$ cat config.mk
export PLATFORM = sky130hd
export DESIGN_NAME = adaptive_rate_limited_path_planner
export DESIGN_NICKNAME = d
export VERILOG_FILES = /design/src/hw/rtl/arlpp_pkg.sv /design/src/hw/rtl/adaptive_rate_limited_path_planner.sv /design/src/hw/rtl/arlpp_mul.sv /design/src/hw/rtl/arlpp_div.sv
export SDC_FILE = /design/constraint.sdc
export NUM_CORES = 2
export LEC_CHECK = 0
export BUFFER_PORTS_ARGS = -buffer_cell sky130_fd_sc_hd__buf_2
export CAP_MARGIN = 20
export CORE_MARGIN = 1
export CORE_UTILIZATION = 60
export CTS_CLUSTER_DIAMETER = 120
export CTS_CLUSTER_SIZE = 24
export DETAILED_ROUTE_END_ITERATION = 8
export PLACE_DENSITY = 0.77
export SYNTH_ARGS = -nofsm -noshare
export SYNTH_HDL_FRONTEND = slang
export SYNTH_SLANG_ARGS = --single-unit
$ cat constraint.sdc
create_clock -name aclk -period 12 [get_ports aclk]
set_input_delay 0.6 -clock aclk [delete_from_list [all_inputs] [get_ports aclk]]
set_output_delay 0.6 -clock aclk [all_outputs]
set_load 0.01 [all_outputs]
$ cat src/hw/rtl/arlpp_pkg.sv
// Shared types, constants and saturation helper for the rate-limited path planner.
// No dependencies; every other file of the block but arlpp_div imports this package.
`default_nettype none

package arlpp_pkg;

    // Shared multiplier operand and product widths
    localparam int OP_W   = 33;
    localparam int PROD_W = 2 * OP_W;

    typedef logic signed [OP_W-1:0]   mul_op_t;
    typedef logic signed [PROD_W-1:0] mul_prod_t;

    // Configuration register indexes
    localparam logic [2:0] CFG_GAIN_HIGH      = 3'd0;
    localparam logic [2:0] CFG_GAIN_LOW       = 3'd1;
    localparam logic [2:0] CFG_DECAY_RATE     = 3'd2;
    localparam logic [2:0] CFG_SYNC_RATIO     = 3'd3;
    localparam logic [2:0] CFG_VEL_LIMIT      = 3'd4;
    localparam logic [2:0] CFG_VEL_STEP_LIMIT = 3'd5;
    localparam logic [2:0] CFG_SAMPLE_TIME    = 3'd6;

    // Sequencer states
    typedef enum logic [3:0] {
        ST_IDLE,
        ST_ERR,
        ST_MUL_X,
        ST_DIV_START,
        ST_DIV,
        ST_MUL_GAIN,
        ST_GAIN,
        ST_MUL_VEL,
        ST_MUL_T,
        ST_MUL_CORR,
        ST_CORR,
        ST_BOUND,
        ST_CLAMP,
        ST_MUL_POS,
        ST_POS,
        ST_DONE
    } state_t;

    localparam mul_prod_t SAT_MAX = {{(PROD_W-31){1'b0}}, {31{1'b1}}};
    localparam mul_prod_t SAT_MIN = {{(PROD_W-31){1'b1}}, {31{1'b0}}};

    // Saturate a wide signed value to the 32-bit signed range
    function automatic logic signed [31:0] sat32(input mul_prod_t v);
        logic signed [31:0] r;
        if (v > SAT_MAX) begin
            r = 32'sh7FFF_FFFF;
        end else if (v < SAT_MIN) begin
            r = 32'sh8000_0000;
        end else begin
            r = v[31:0];
        end
        return r;
    endfunction

endpackage

`default_nettype wire

$ cat src/hw/rtl/adaptive_rate_limited_path_planner.sv
// Adaptive rate-limited path planner: takes one word of requested position, feedback
// position and sync delay, and returns the next planned position and the clamped
// velocity, all with FRACTION_BITS fraction bits. Each word runs through the iterative
// divider of the gain schedule (one quotient bit per cycle) and makes six passes through
// the one shared multiplier. s_tready is high only between words; a finished result
// may wait in the output register while the next word is accepted and worked on.
// Depends on arlpp_pkg, arlpp_mul and arlpp_div.
`default_nettype none

module adaptive_rate_limited_path_planner #(
    parameter int FRACTION_BITS = 16
) (
    input  wire         aclk,
    input  wire         aresetn,
    // Input words
    input  wire         s_tvalid,
    output logic        s_tready,
    input  wire  [95:0] s_tdata,   // requested_position, actuator_feedback, sync_delay, pad
    // Result words
    output logic        m_tvalid,
    input  wire         m_tready,
    output logic [63:0] m_tdata,   // smoothed_position, commanded_velocity
    // Configuration writes
    input  wire         cfg_valid,
    output logic        cfg_ready,
    input  wire  [2:0]  cfg_index,
    input  wire  [31:0] cfg_data
);
    import arlpp_pkg::*;

    localparam logic [31:0] ONE = 32'(1) << FRACTION_BITS;

    // Configuration registers
    logic [23:0] gain_high_reg, gain_low_reg, decay_rate_reg, sync_ratio_reg;
    logic [30:0] vel_limit_reg, vel_step_limit_reg;
    logic [15:0] sample_time_reg;

    // Sequencer and state
    state_t             state_reg, state_next;
    logic signed [31:0] last_pos_reg, last_vel_reg;
    logic               m_tvalid_reg;
    logic [63:0]        m_tdata_reg;

    // Working registers
    logic signed [31:0]     req_reg, fdb_reg, err_reg, vel_reg, hi_reg, lo_reg, pos_reg;
    logic [30:0]            delay_reg, t_reg;
    logic signed [24:0]     gain_reg;
    logic [FRACTION_BITS:0] f_reg;

    // Shared units
    mul_op_t                mul_a, mul_b;
    mul_prod_t              prod, prod_sh;
    logic                   div_start, div_done;
    logic [31:0]            div_den;
    logic [FRACTION_BITS:0] div_q;
    logic                   out_load;

    // Helper values
    logic signed [32:0] err_wide;
    logic [31:0]        aerr;
    logic signed [31:0] prod_sat;
    logic signed [24:0] gain_diff;
    logic signed [33:0] vel_adj;
    logic signed [32:0] hi_wide, lo_wide;
    logic signed [31:0] vel_clamp;

    arlpp_mul u_mul (
        .aclk (aclk),
        .op_a (mul_a),
        .op_b (mul_b),
        .prod (prod)
    );

    arlpp_div #(
        .FRACTION_BITS (FRACTION_BITS)
    ) u_div (
        .aclk    (aclk),
        .aresetn (aresetn),
        .start   (div_start),
        .den     (div_den),
        .done    (div_done),
        .quot    (div_q)
    );

    // Product scaled back to the Q format, with floor rounding
    assign prod_sh  = prod >>> FRACTION_BITS;
    assign prod_sat = sat32(prod_sh);

    assign err_wide  = 33'(req_reg) - 33'(fdb_reg);
    assign aerr      = err_reg[31] ? 32'(-33'(err_reg)) : 32'(err_reg);
    assign gain_diff = $signed({1'b0, gain_low_reg}) - $signed({1'b0, gain_high_reg});
    assign div_den   = ONE + {1'b0, prod_sat[30:0]};

    // Next state
    always_comb begin
        state_next = state_reg;
        unique case (state_reg)
            ST_IDLE:      if (s_tvalid) state_next = ST_ERR;
            ST_ERR:       state_next = ST_MUL_X;
            ST_MUL_X:     state_next = ST_DIV_START;
            ST_DIV_START: state_next = ST_DIV;
            ST_DIV:       if (div_done) state_next = ST_MUL_GAIN;
            ST_MUL_GAIN:  state_next = ST_GAIN;
            ST_GAIN:      state_next = ST_MUL_T;
            ST_MUL_T:     state_next = ST_MUL_VEL;
            ST_MUL_VEL:   state_next = ST_MUL_CORR;
            ST_MUL_CORR:  state_next = ST_CORR;
            ST_CORR:      state_next = ST_BOUND;
            ST_BOUND:     state_next = ST_CLAMP;
            ST_CLAMP:     state_next = ST_MUL_POS;
            ST_MUL_POS:   state_next = ST_POS;
            ST_POS:       state_next = ST_DONE;
            ST_DONE:      if (!m_tvalid_reg || m_tready) state_next = ST_IDLE;
            default:      state_next = ST_IDLE;
        endcase
    end

    // Sequencer outputs: handshake, divider start, output load and multiplier operands
    always_comb begin
        s_tready  = 1'b0;
        div_start = 1'b0;
        out_load  = 1'b0;
        mul_a     = '0;
        mul_b     = '0;
        unique case (state_reg)
            ST_IDLE:      s_tready = 1'b1;
            ST_MUL_X: begin
                mul_a = mul_op_t'({1'b0, decay_rate_reg});
                mul_b = mul_op_t'({1'b0, aerr});
            end
            ST_DIV_START: div_start = 1'b1;
            ST_MUL_GAIN: begin
                mul_a = mul_op_t'(gain_diff);
                mul_b = mul_op_t'({1'b0, f_reg});
            end
            ST_MUL_T: begin
                mul_a = mul_op_t'({1'b0, sync_ratio_reg});
                mul_b = mul_op_t'(gain_reg);
            end
            ST_MUL_VEL: begin
                mul_a = mul_op_t'(err_reg);
                mul_b = mul_op_t'(gain_reg);
            end
            ST_MUL_CORR: begin
                mul_a = mul_op_t'({1'b0, t_reg});
                mul_b = mul_op_t'({1'b0, delay_reg});
            end
            ST_MUL_POS: begin
                mul_a = mul_op_t'({1'b0, sample_time_reg});
                mul_b = mul_op_t'(vel_reg);
            end
            ST_DONE:      out_load = !m_tvalid_reg || m_tready;
            default: begin
            end
        endcase
    end

    // Sign correction by the sync term, toward zero unless it overshoots
    always_comb begin
        if (vel_reg > 32'sd0) begin
            vel_adj = 34'(vel_reg) - 34'(prod_sat);
        end else if (vel_reg < 32'sd0) begin
            vel_adj = 34'(vel_reg) + 34'(prod_sat);
        end else begin
            vel_adj = 34'(vel_reg);
        end
    end

    // Rate and magnitude bounds
    always_comb begin
        hi_wide = 33'(last_vel_reg) + $signed({2'b0, vel_step_limit_reg});
        if (hi_wide > $signed({2'b0, vel_limit_reg})) begin
            hi_wide = $signed({2'b0, vel_limit_reg});
        end
        lo_wide = 33'(last_vel_reg) - $signed({2'b0, vel_step_limit_reg});
        if (lo_wide < -$signed({2'b0, vel_limit_reg})) begin
            lo_wide = -$signed({2'b0, vel_limit_reg});
        end
    end

    // Clamp; the upper bound wins when the bounds cross
    always_comb begin
        vel_clamp = vel_reg;
        if (vel_clamp < lo_reg) begin
            vel_clamp = lo_reg;
        end
        if (vel_clamp > hi_reg) begin
            vel_clamp = hi_reg;
        end
    end

    // Datapath registers advanced by the sequencer
    always_ff @(posedge aclk) begin
        unique case (state_reg)
            ST_IDLE: begin
                req_reg   <= s_tdata[31:0];
                fdb_reg   <= s_tdata[63:32];
                delay_reg <= s_tdata[94:64];
            end
            ST_ERR:   err_reg  <= sat32(PROD_W'(err_wide));
            ST_DIV:   f_reg    <= div_q;
            ST_GAIN:  gain_reg <= $signed({1'b0, gain_high_reg}) + prod_sh[24:0];
            ST_MUL_VEL:  t_reg   <= prod_sat[30:0];
            ST_MUL_CORR: vel_reg <= prod_sat;
            ST_CORR:  vel_reg  <= sat32(PROD_W'(vel_adj));
            ST_BOUND: begin
                hi_reg <= hi_wide[31:0];
                lo_reg <= lo_wide[31:0];
            end
            ST_CLAMP: vel_reg  <= vel_clamp;
            ST_POS:   pos_reg  <= sat32(PROD_W'(last_pos_reg) + prod_sh);
            default: begin
            end
        endcase
        if (out_load) begin
            m_tdata_reg <= {vel_reg, pos_reg};
        end
    end

    // Control state, planner state and configuration registers
    always_ff @(posedge aclk) begin
        if (!aresetn) begin
            state_reg          <= ST_IDLE;
            m_tvalid_reg       <= 1'b0;
            last_pos_reg       <= '0;
            last_vel_reg       <= '0;
            gain_high_reg      <= 24'd2116623;
            gain_low_reg       <= 24'd211662;
            decay_rate_reg     <= 24'd819200;
            sync_ratio_reg     <= 24'd65536;
            vel_limit_reg      <= 31'd10202133;
            vel_step_limit_reg <= 31'd2116616;
            sample_time_reg    <= 16'd655;
        end else begin
            state_reg <= state_next;
            if (out_load) begin
                m_tvalid_reg <= 1'b1;
                last_pos_reg <= pos_reg;
                last_vel_reg <= vel_reg;
            end else if (m_tready) begin
                m_tvalid_reg <= 1'b0;
            end
            if (cfg_valid) begin
                unique case (cfg_index)
                    CFG_GAIN_HIGH:      gain_high_reg      <= cfg_data[23:0];
                    CFG_GAIN_LOW:       gain_low_reg       <= cfg_data[23:0];
                    CFG_DECAY_RATE:     decay_rate_reg     <= cfg_data[23:0];
                    CFG_SYNC_RATIO:     sync_ratio_reg     <= cfg_data[23:0];
                    CFG_VEL_LIMIT:      vel_limit_reg      <= cfg_data[30:0];
                    CFG_VEL_STEP_LIMIT: vel_step_limit_reg <= cfg_data[30:0];
                    CFG_SAMPLE_TIME:    sample_time_reg    <= cfg_data[15:0];
                    default: begin
                    end
                endcase
            end
        end
    end

    assign cfg_ready = 1'b1;
    assign m_tvalid  = m_tvalid_reg;
    assign m_tdata   = m_tdata_reg;

`ifndef NO_ASSERTIONS
    // The block holds off new words once one is taken
    assert property (@(posedge aclk) disable iff (!aresetn)
        s_tvalid && s_tready |=> !s_tready)
        else $error("input accepted while a word is in progress");

    // Divider completion only lands while the sequencer waits for it
    assert property (@(posedge aclk) disable iff (!aresetn)
        div_done |-> state_reg == ST_DIV)
        else $error("divider done outside the divide step");

    // The schedule factor never exceeds one
    assert property (@(posedge aclk) disable iff (!aresetn)
        div_done |-> {{(31 - FRACTION_BITS){1'b0}}, div_q} <= ONE)
        else $error("schedule factor above one");

    // The clamped velocity stays at or below the magnitude limit
    assert property (@(posedge aclk) disable iff (!aresetn)
        state_reg == ST_MUL_POS |-> vel_reg <= $signed({1'b0, vel_limit_reg}))
        else $error("clamped velocity above limit");
`endif

endmodule

`default_nettype wire

$ cat src/hw/rtl/arlpp_mul.sv
// Shared signed multiplier of the path planner, product registered.
// Depends on arlpp_pkg for operand and product types.
`default_nettype none

module arlpp_mul (
    input  wire                  aclk,
    input  arlpp_pkg::mul_op_t   op_a,
    input  arlpp_pkg::mul_op_t   op_b,
    output arlpp_pkg::mul_prod_t prod
);
    import arlpp_pkg::*;

    mul_prod_t prod_reg;
    mul_prod_t prod_next;

    // Form the full-width signed product
    always_comb begin
        prod_next = mul_prod_t'(op_a) * mul_prod_t'(op_b);
    end

    // Register the product for the next sequencer step
    always_ff @(posedge aclk) begin
        prod_reg <= prod_next;
    end

    assign prod = prod_reg;

endmodule

`default_nettype wire

$ cat src/hw/rtl/arlpp_div.sv
// Iterative restoring divider: 2^(2F) / den, one quotient bit per cycle.
// Standalone; the planner top starts it once per word for the gain schedule factor.
`default_nettype none

module arlpp_div #(
    parameter int FRACTION_BITS = 16
) (
    input  wire                     aclk,
    input  wire                     aresetn,
    input  wire                     start,
    input  wire  [31:0]             den,
    output logic                    done,
    output logic [FRACTION_BITS:0]  quot
);

    localparam int NUM_MSB = 2 * FRACTION_BITS;
    localparam int CNT_W   = $clog2(NUM_MSB + 1);

    logic                   busy_reg, busy_next;
    logic                   done_reg, done_next;
    logic [CNT_W-1:0]       cnt_reg, cnt_next;
    logic [31:0]            rem_reg, rem_next;
    logic [31:0]            den_reg, den_next;
    logic [FRACTION_BITS:0] quot_reg, quot_next;

    logic [32:0] trial;

    // Load on start; then one restoring step: shift in the next dividend bit, subtract if it fits
    always_comb begin
        busy_next = busy_reg;
        done_next = 1'b0;
        cnt_next  = cnt_reg;
        rem_next  = rem_reg;
        den_next  = den_reg;
        quot_next = quot_reg;
        trial     = {rem_reg, (cnt_reg == CNT_W'(NUM_MSB))};
        if (start) begin
            busy_next = 1'b1;
            cnt_next  = CNT_W'(NUM_MSB);
            rem_next  = '0;
            den_next  = den;
            quot_next = '0;
        end else if (busy_reg) begin
            if (trial >= {1'b0, den_reg}) begin
                rem_next  = 32'(trial - {1'b0, den_reg});
                quot_next = {quot_reg[FRACTION_BITS-1:0], 1'b1};
            end else begin
                rem_next  = trial[31:0];
                quot_next = {quot_reg[FRACTION_BITS-1:0], 1'b0};
            end
            if (cnt_reg == '0) begin
                busy_next = 1'b0;
                done_next = 1'b1;
            end else begin
                cnt_next = cnt_reg - CNT_W'(1);
            end
        end
    end

    // Control state clears on reset; working registers hold payload only
    always_ff @(posedge aclk) begin
        if (!aresetn) begin
            busy_reg <= 1'b0;
            done_reg <= 1'b0;
        end else begin
            busy_reg <= busy_next;
            done_reg <= done_next;
        end
        cnt_reg  <= cnt_next;
        rem_reg  <= rem_next;
        den_reg  <= den_next;
        quot_reg <= quot_next;
    end

    assign done = done_reg;
    assign quot = quot_reg;

endmodule

`default_nettype wire

; ---- Yosys cells after proc, flatten, opt, wreduce, memory -nomap -nowiden
; Index checks and enable logic that the tools add are counted.
[totals]
out_inout_bits = 67
rom_bits = 0
latchBits = 0
mem_bits_rw = 0
word_cells = 137
mem_count = 0
in_bits = 136
register_bits = 790
[classes]
n_addsub = 13
order_cmp = 15
n_mux = 31
eq_ne = 25
reduce_logical = 18
n_div = 0
shifts = 0
n_mul = 1
n_bitwise = 3
[op_table]
columns = op, count
row1 = $mux W32, 11
row2 = $pmux W33 S6, 1
row3 = $pmux W33 S5, 1
row4 = $sub A32 B32 Y33, 3
row5 = $pmux W32 S3, 1
row6 = $mux W34, 2
row7 = $add A32 B32 Y33, 2
row8 = $mul A33 B33 Y66, 1
row9 = $pmux W4 S16, 1
row10 = $add A32 B50 Y51, 1
row11 = $gt A51 B32 Y1 const B, 1
row12 = $lt A51 B32 Y1 const B, 1
row13 = $gt A50 B32 Y1 const B, 1
row14 = $lt A50 B32 Y1 const B, 1
row15 = $gt A34 B32 Y1 const B, 1
row16 = $lt A34 B32 Y1 const B, 1
row17 = $ge A33 B32 Y1, 1
row18 = $gt A33 B32 Y1, 1
row19 = $gt A33 B32 Y1 const B, 1
row20 = $lt A33 B32 Y1 const B, 1
row21 = $lt A33 B33 Y1, 1
row22 = $neg A31 Y33, 1
row23 = $add A17 B31 Y32 const A, 1
row24 = $eq A4 B4 Y1 const B, 8
row25 = other kinds (33), 61

; ---- Longest topological paths before layout
[depth]
ltp_word = 10
ltp_mapped = 51
mapped_depth_nobuf = 50

; ---- By module
; From an unflattened synthesis, not the netlist that was laid out.
[unflattened]
hier_cells = 9626
hier_area_um2 = 88593.7
[by_module_without_submodules]
columns = mod, cells_per_inst, area_per_inst_um2, instances, seq_area_each_um2
row1 = adaptive_rate_limited_path_planner, 4749, 43033.8, 1, 16636.0
row2 = arlpp_mul, 4286, 40176.0, 1, 1321.3
row3 = arlpp_div, 591, 5383.9, 1, 2102.0

; ---- Worst setup path before layout
; OpenSTA, ideal clock, no wires.
[synth_path]
path_type = register -> register
from = register gain_low_reg[0]
to = register u_mul.prod_reg[62], in the netlist u_mul.prod[62]
path_buffers = 1
synth_period_minus_slack_ns = 10.726
setup_time_ns = 0.121
path_slack_ns = 1.274
required_ns = 11.879
path_stages_with_launch = 50
t_arrival_ns = 10.605
cell_sequence = dfxtp_1 > inv_1 > ha_1 > fa_1 > nor2b_1 > o21ai_0 > a21oi_1 > o21ai_1 > a21boi_0 > o21ai_1 > a21boi_0 > o21ai_0 > a21boi_1 > nor2_1 > o21ai_1 > a211oi_1 > nor2_1 > clkbuf_1 > [... 14 more ...] > fa_1 > inv_1 > ha_1 > a21oi_1 > o21ai_0 > a21o_1 > a21o_1 > a21oi_1 > o21ai_0 > or3_1 > o211a_1 > a21oi_2 > o211ai_1 > nand3_1 > nand2b_1 > a21o_1 > a21o_1 > xor2_1
[synth_between]
elab_chain_len = 3
[synth_lines]
columns = item, line
row1 = from (decl), adaptive_rate_limited_path_planner.sv:34  ; logic [23:0] gain_high_reg, gain_low_reg, decay_rate_reg, sync_ratio_reg;
row2 = from (signal assigned), adaptive_rate_limited_path_planner.sv:246  ; CFG_GAIN_LOW: gain_low_reg <= cfg_data[23:0];
row3 = $sub A24 B24 Y25, adaptive_rate_limited_path_planner.sv:91  ; assign gain_diff = $signed({1'b0, gain_low_reg}) - $signed({1'b0, gain_high_reg});
row4 = $pmux W33 S6, adaptive_rate_limited_path_planner.sv:125  ; unique case (state_reg)
row5 = $mul A33 B33 Y66, arlpp_mul.sv:18  ; prod_next = mul_prod_t'(op_a) * mul_prod_t'(op_b);
row6 = named net u_mul.prod_next[62], arlpp_mul.sv:14  ; mul_prod_t prod_next;
row7 = to (signal assigned), arlpp_mul.sv:23  ; prod_reg <= prod_next;
row8 = to (decl), arlpp_mul.sv:13  ; mul_prod_t prod_reg;
; The timed path passes the listed nets, and every way through them passes these cells.
; A chain may end at the register's enable or synchronous reset.

; ---- Worst setup path after layout
[layout_path]
from = register err_reg[6]
to = register u_mul.prod_reg[58], in the netlist u_mul.prod[58]
[layout_between]
elab_chain_len = 4
word_cells_on_any_way = 5
cone_classes = add/sub: 1 / mul: 1 / mux: 3
[layout_lines]
columns = item, line
row1 = from (decl), adaptive_rate_limited_path_planner.sv:45  ; logic signed [31:0] req_reg, fdb_reg, err_reg, vel_reg, hi_reg, lo_reg, pos_reg;
row2 = from (signal assigned), adaptive_rate_limited_path_planner.sv:200  ; ST_ERR: err_reg <= sat32(PROD_W'(err_wide));
row3 = $neg A32 Y32, adaptive_rate_limited_path_planner.sv:90  ; assign aerr = err_reg[31] ? 32'(-33'(err_reg)) : 32'(err_reg);
row4 = $mux W32, adaptive_rate_limited_path_planner.sv:90
row5 = $pmux W33 S5, adaptive_rate_limited_path_planner.sv:125
row6 = $mul A33 B33 Y66 (*), arlpp_mul.sv:18
row7 = named net u_mul.prod_next[58], arlpp_mul.sv:14
; The timed path passes the listed nets; every way through them passes the cells marked *.

==> impl_metrics.ini <==
[global_route]
antenna_found_initial = 14
grt_max_degree = 104
grt_pass1_vias = 69350
grt-ovfl-total = 0
track_usage = 0.3939
grt_pass1_wl_um = 420100

[logic_synthesis]
synth-seq-cells = 774
yosys_warnings = 0
synth-async-reset-ratio = 0
syn-cell-area_um2 = 85460
synth.top_cell.area_share = 0.2647
synthTopCellsByArea = fa_1 26%, edfxtp_1 15%, ha_1 9.3%
synth_cells = 9353
synth.distinct_cells = 109
synth-main-ff-cell = edfxtp_1
avgSynthCellArea_um2 = 9.137
synth_fp_nets = 11250
synth_edf_count = 424
synth-seq-area-share = 0.2310
synth_top_cell_by_area = fa_1

[routing]
dr.pass1.iters = 9
drt_wl_total_um = 283300
drc = 3
viasPerCell = 6.168
ant_nets = 0
drt_iter0_drc = 8058
vias = 70180
wl_per_cell_um = 24.90

[finish]
seqCellArea_um2 = 19740
mostFrequentLayoutCell = inv_1
post-route-util = 0.6452
final_nets = 11340
area_growth_syn_to_layout_pct = 6.765
fillerInstances = 11460
largest_reg_flops = 64
stdcell_area_um2 = 91240
layout_common_cells = 1577 x inv_1, 1355 x nand2_1, 1129 x fa_1, 633 x ha_1, 614 x nor2_1
multi_input_area_um2 = 58570
layout-drive-gt1-share = 0.07449

[floorplanning]
initial_core_util = 0.6043
die_x_um = 379.4
io_pins = 203
core_area_um2 = 141400
fp.dieArea_um2 = 143900
rows = 138
fp.dieH_um = 379.4

[clock_tree]
cts_tree = yes
ctsHoldBuffers = 0
clkTransAtPathRegs_ps = 100
cts_sinks = 774
cts.path.max_buffers = 3
htree_levels = 2
cts_made_buffers = 41
clkLatencyLatePin_ps = 680
root_buffer = clkbuf_16

[timing]
max_freq_ghz = 0.08580
fin_skew_ps = 53.80
maxSlewHeadroom = 0.1285
min_period_ps = 11660
final.setup.tns_ps = 0
hold_violations = 0
tightestPinTransition_ps = 1306
finalCritPeriodShare = 0.9713
finalMaxSlewViolations = 0
setup_viol = 0

[outcome]
status = complete, but fails checks
violations = design-rule violations

[pwr]
peakVddDrop_v = 0.0001271
power_density_nw_per_um2 = 102.0
switching_share = 0.4204
total_power_mw = 9.309
pwr-share-seq = 0.357
p_leak_nw = 42.09
p_clk_frac = 0.180
p_sw_mw = 3.914
p_int_mw = 5.396
p_comb_frac = 0.464

[setup_path]
cp_common_cell = fa_1
path_class = reg -> reg
crit_buf_inv = 8
critPathMaxStageDelay_ps = 570
crit_path_end_kind = flop
critPathLaunchType = flop
crit_required_ps = 12540
crit_slowest_cell = fa_1
cp_top_family = adder cells
crit_fanout = 8
worstPathArrival_ps = 12200

[hold_path]
hp-class = in -> reg

[place]
dpl_cell_area_um2 = 89560
place_hpwl_um = 225700
gp_congestion = 1.096
port-buffer-count = 199

[flow_run]
max_cap_violations = 0
-- logic make-up (layout without fill, tap and decap cells) --
kind of cell | Yosys count | in the layout | share of synthesized area
xor+xnor | 347 | 347 | 0.03556
fa+ha+maj | 1767 | 1767 | 0.3578
flops | 774 | 774 | 0.2310
simple gates | 2663 | 2663 | 0.1364
compound gates | 1647 | 1647 | 0.1316
other cells | 1 | 11 | 0.00004388
mux | 149 | 149 | 0.01852
buf+inv | 2005 | 2130 | 0.08903
-- worst paths after layout --
path,startpoint,endpoint,slack [ps],depth (start not counted)
setup / recovery,err_reg[6],u_mul.prod[58],340,42
hold / removal,s_tdata[71],delay_reg[7],100,1
setup reg to reg,err_reg[6],u_mul.prod[58],340,42
hold reg to reg,pos_reg[7],m_tdata[7],450,0
-- metal layers --
layer | GRT usage | up-vias | routed length [um]
met5 | 0 | - | 68
met4 | 0.2037 | 12 | 18050
met3 | 0.1480 | 882 | 43670
met2 | 0.5586 | 4474 | 115700
met1 | 0.5236 | 34340 | 105700
li1 | - | 30470 | -
-- cells in the mapped netlist, drive strengths merged (19+ instances only) --
cell	count
o31ai	28
o21a	68
a21oi	384
mux2i	79
or2	19
fa	1130
a31oi	44
o21ai	248
nor2b	98
nor4	35
inv	1581
nor3	74
o211ai	52
nand4	61
nand2b	75
o221ai	32
clkbuf	377
a222oi	28
xnor2	241
nor2	626
or3	26
a22oi	54
dfxtp	350
ha	633
a221oi	25
and3	30
a21boi	227
nand3	108
o21bai	62
mux2	70
nand2	1356
buf	45
a211oi	64
edfxtp	424
and2	96
a21o	178
xor2	106
-- metrics by stage --
| stage | setup WS, ps | hold WS (ps) | cells |
|---|---|---|---|
| floorplan | 1274 | 407.6 | 9353 |
| global placement | 299.5 | 423.9 | 11280 |
| detailed placement | 79.49 | 435.2 | 11280 |
| CTS | 20.24 | 87.43 | 11360 |
| global route | -63.55 | 101.0 | 11370 |
| finish | 344.3 | 103.6 | 11380 |
-- what timing repair did --
action,4_1_cts,5_1_grt
setup endpoints to repair,1,24
setup buffers,0,10
resized for setup,1,46
pin swaps,0,15
-- cell type report --
| class | count | area share |
|---|---|---|
| diodes | 10 | 0.0002743 |
| clock buffers | 65 | 0.01248 |
| clock inverters | 11 | 0.001851 |
| inverters | 1583 | 0.06515 |
| multi-input cells | 6574 | 0.6419 |
| flip-flops and latches | 774 | 0.2164 |
| well taps | 1890 | 0.02592 |
| repair buffers | 471 | 0.03609 |
-- worst reg2reg max path: cells and delay by family, from the launching register on --
family / cells / cell delay (ps)
buffers and inverters: 8 / 710
XOR/XNOR: 2 / 470
adder cells (fa/ha/maj): 9 / 4570
AO/OA/AOI/OAI: 13 / 2240
AND/OR/NAND/NOR: 10 / 3060
flip-flops: 1 / 490
-- power groups by stage --
| stage | sequential [mW] | clock (mW) | combinational [mW] |
|---|---|---|---|
| final | 3.32 | 1.67 | 4.32 |
| after global routing | 3.33 | 1.76 | 4.61 |
| after CTS | 3.30 | 1.68 | 4.16 |
| after detailed placement | 3.36 | 0 | 4.13 |
| after global placement | 3.36 | 0 | 4.03 |
| after floorplan | 3.28 | 0 | 2.92 |
No activity file was read; power rests on OpenSTA's default activity.
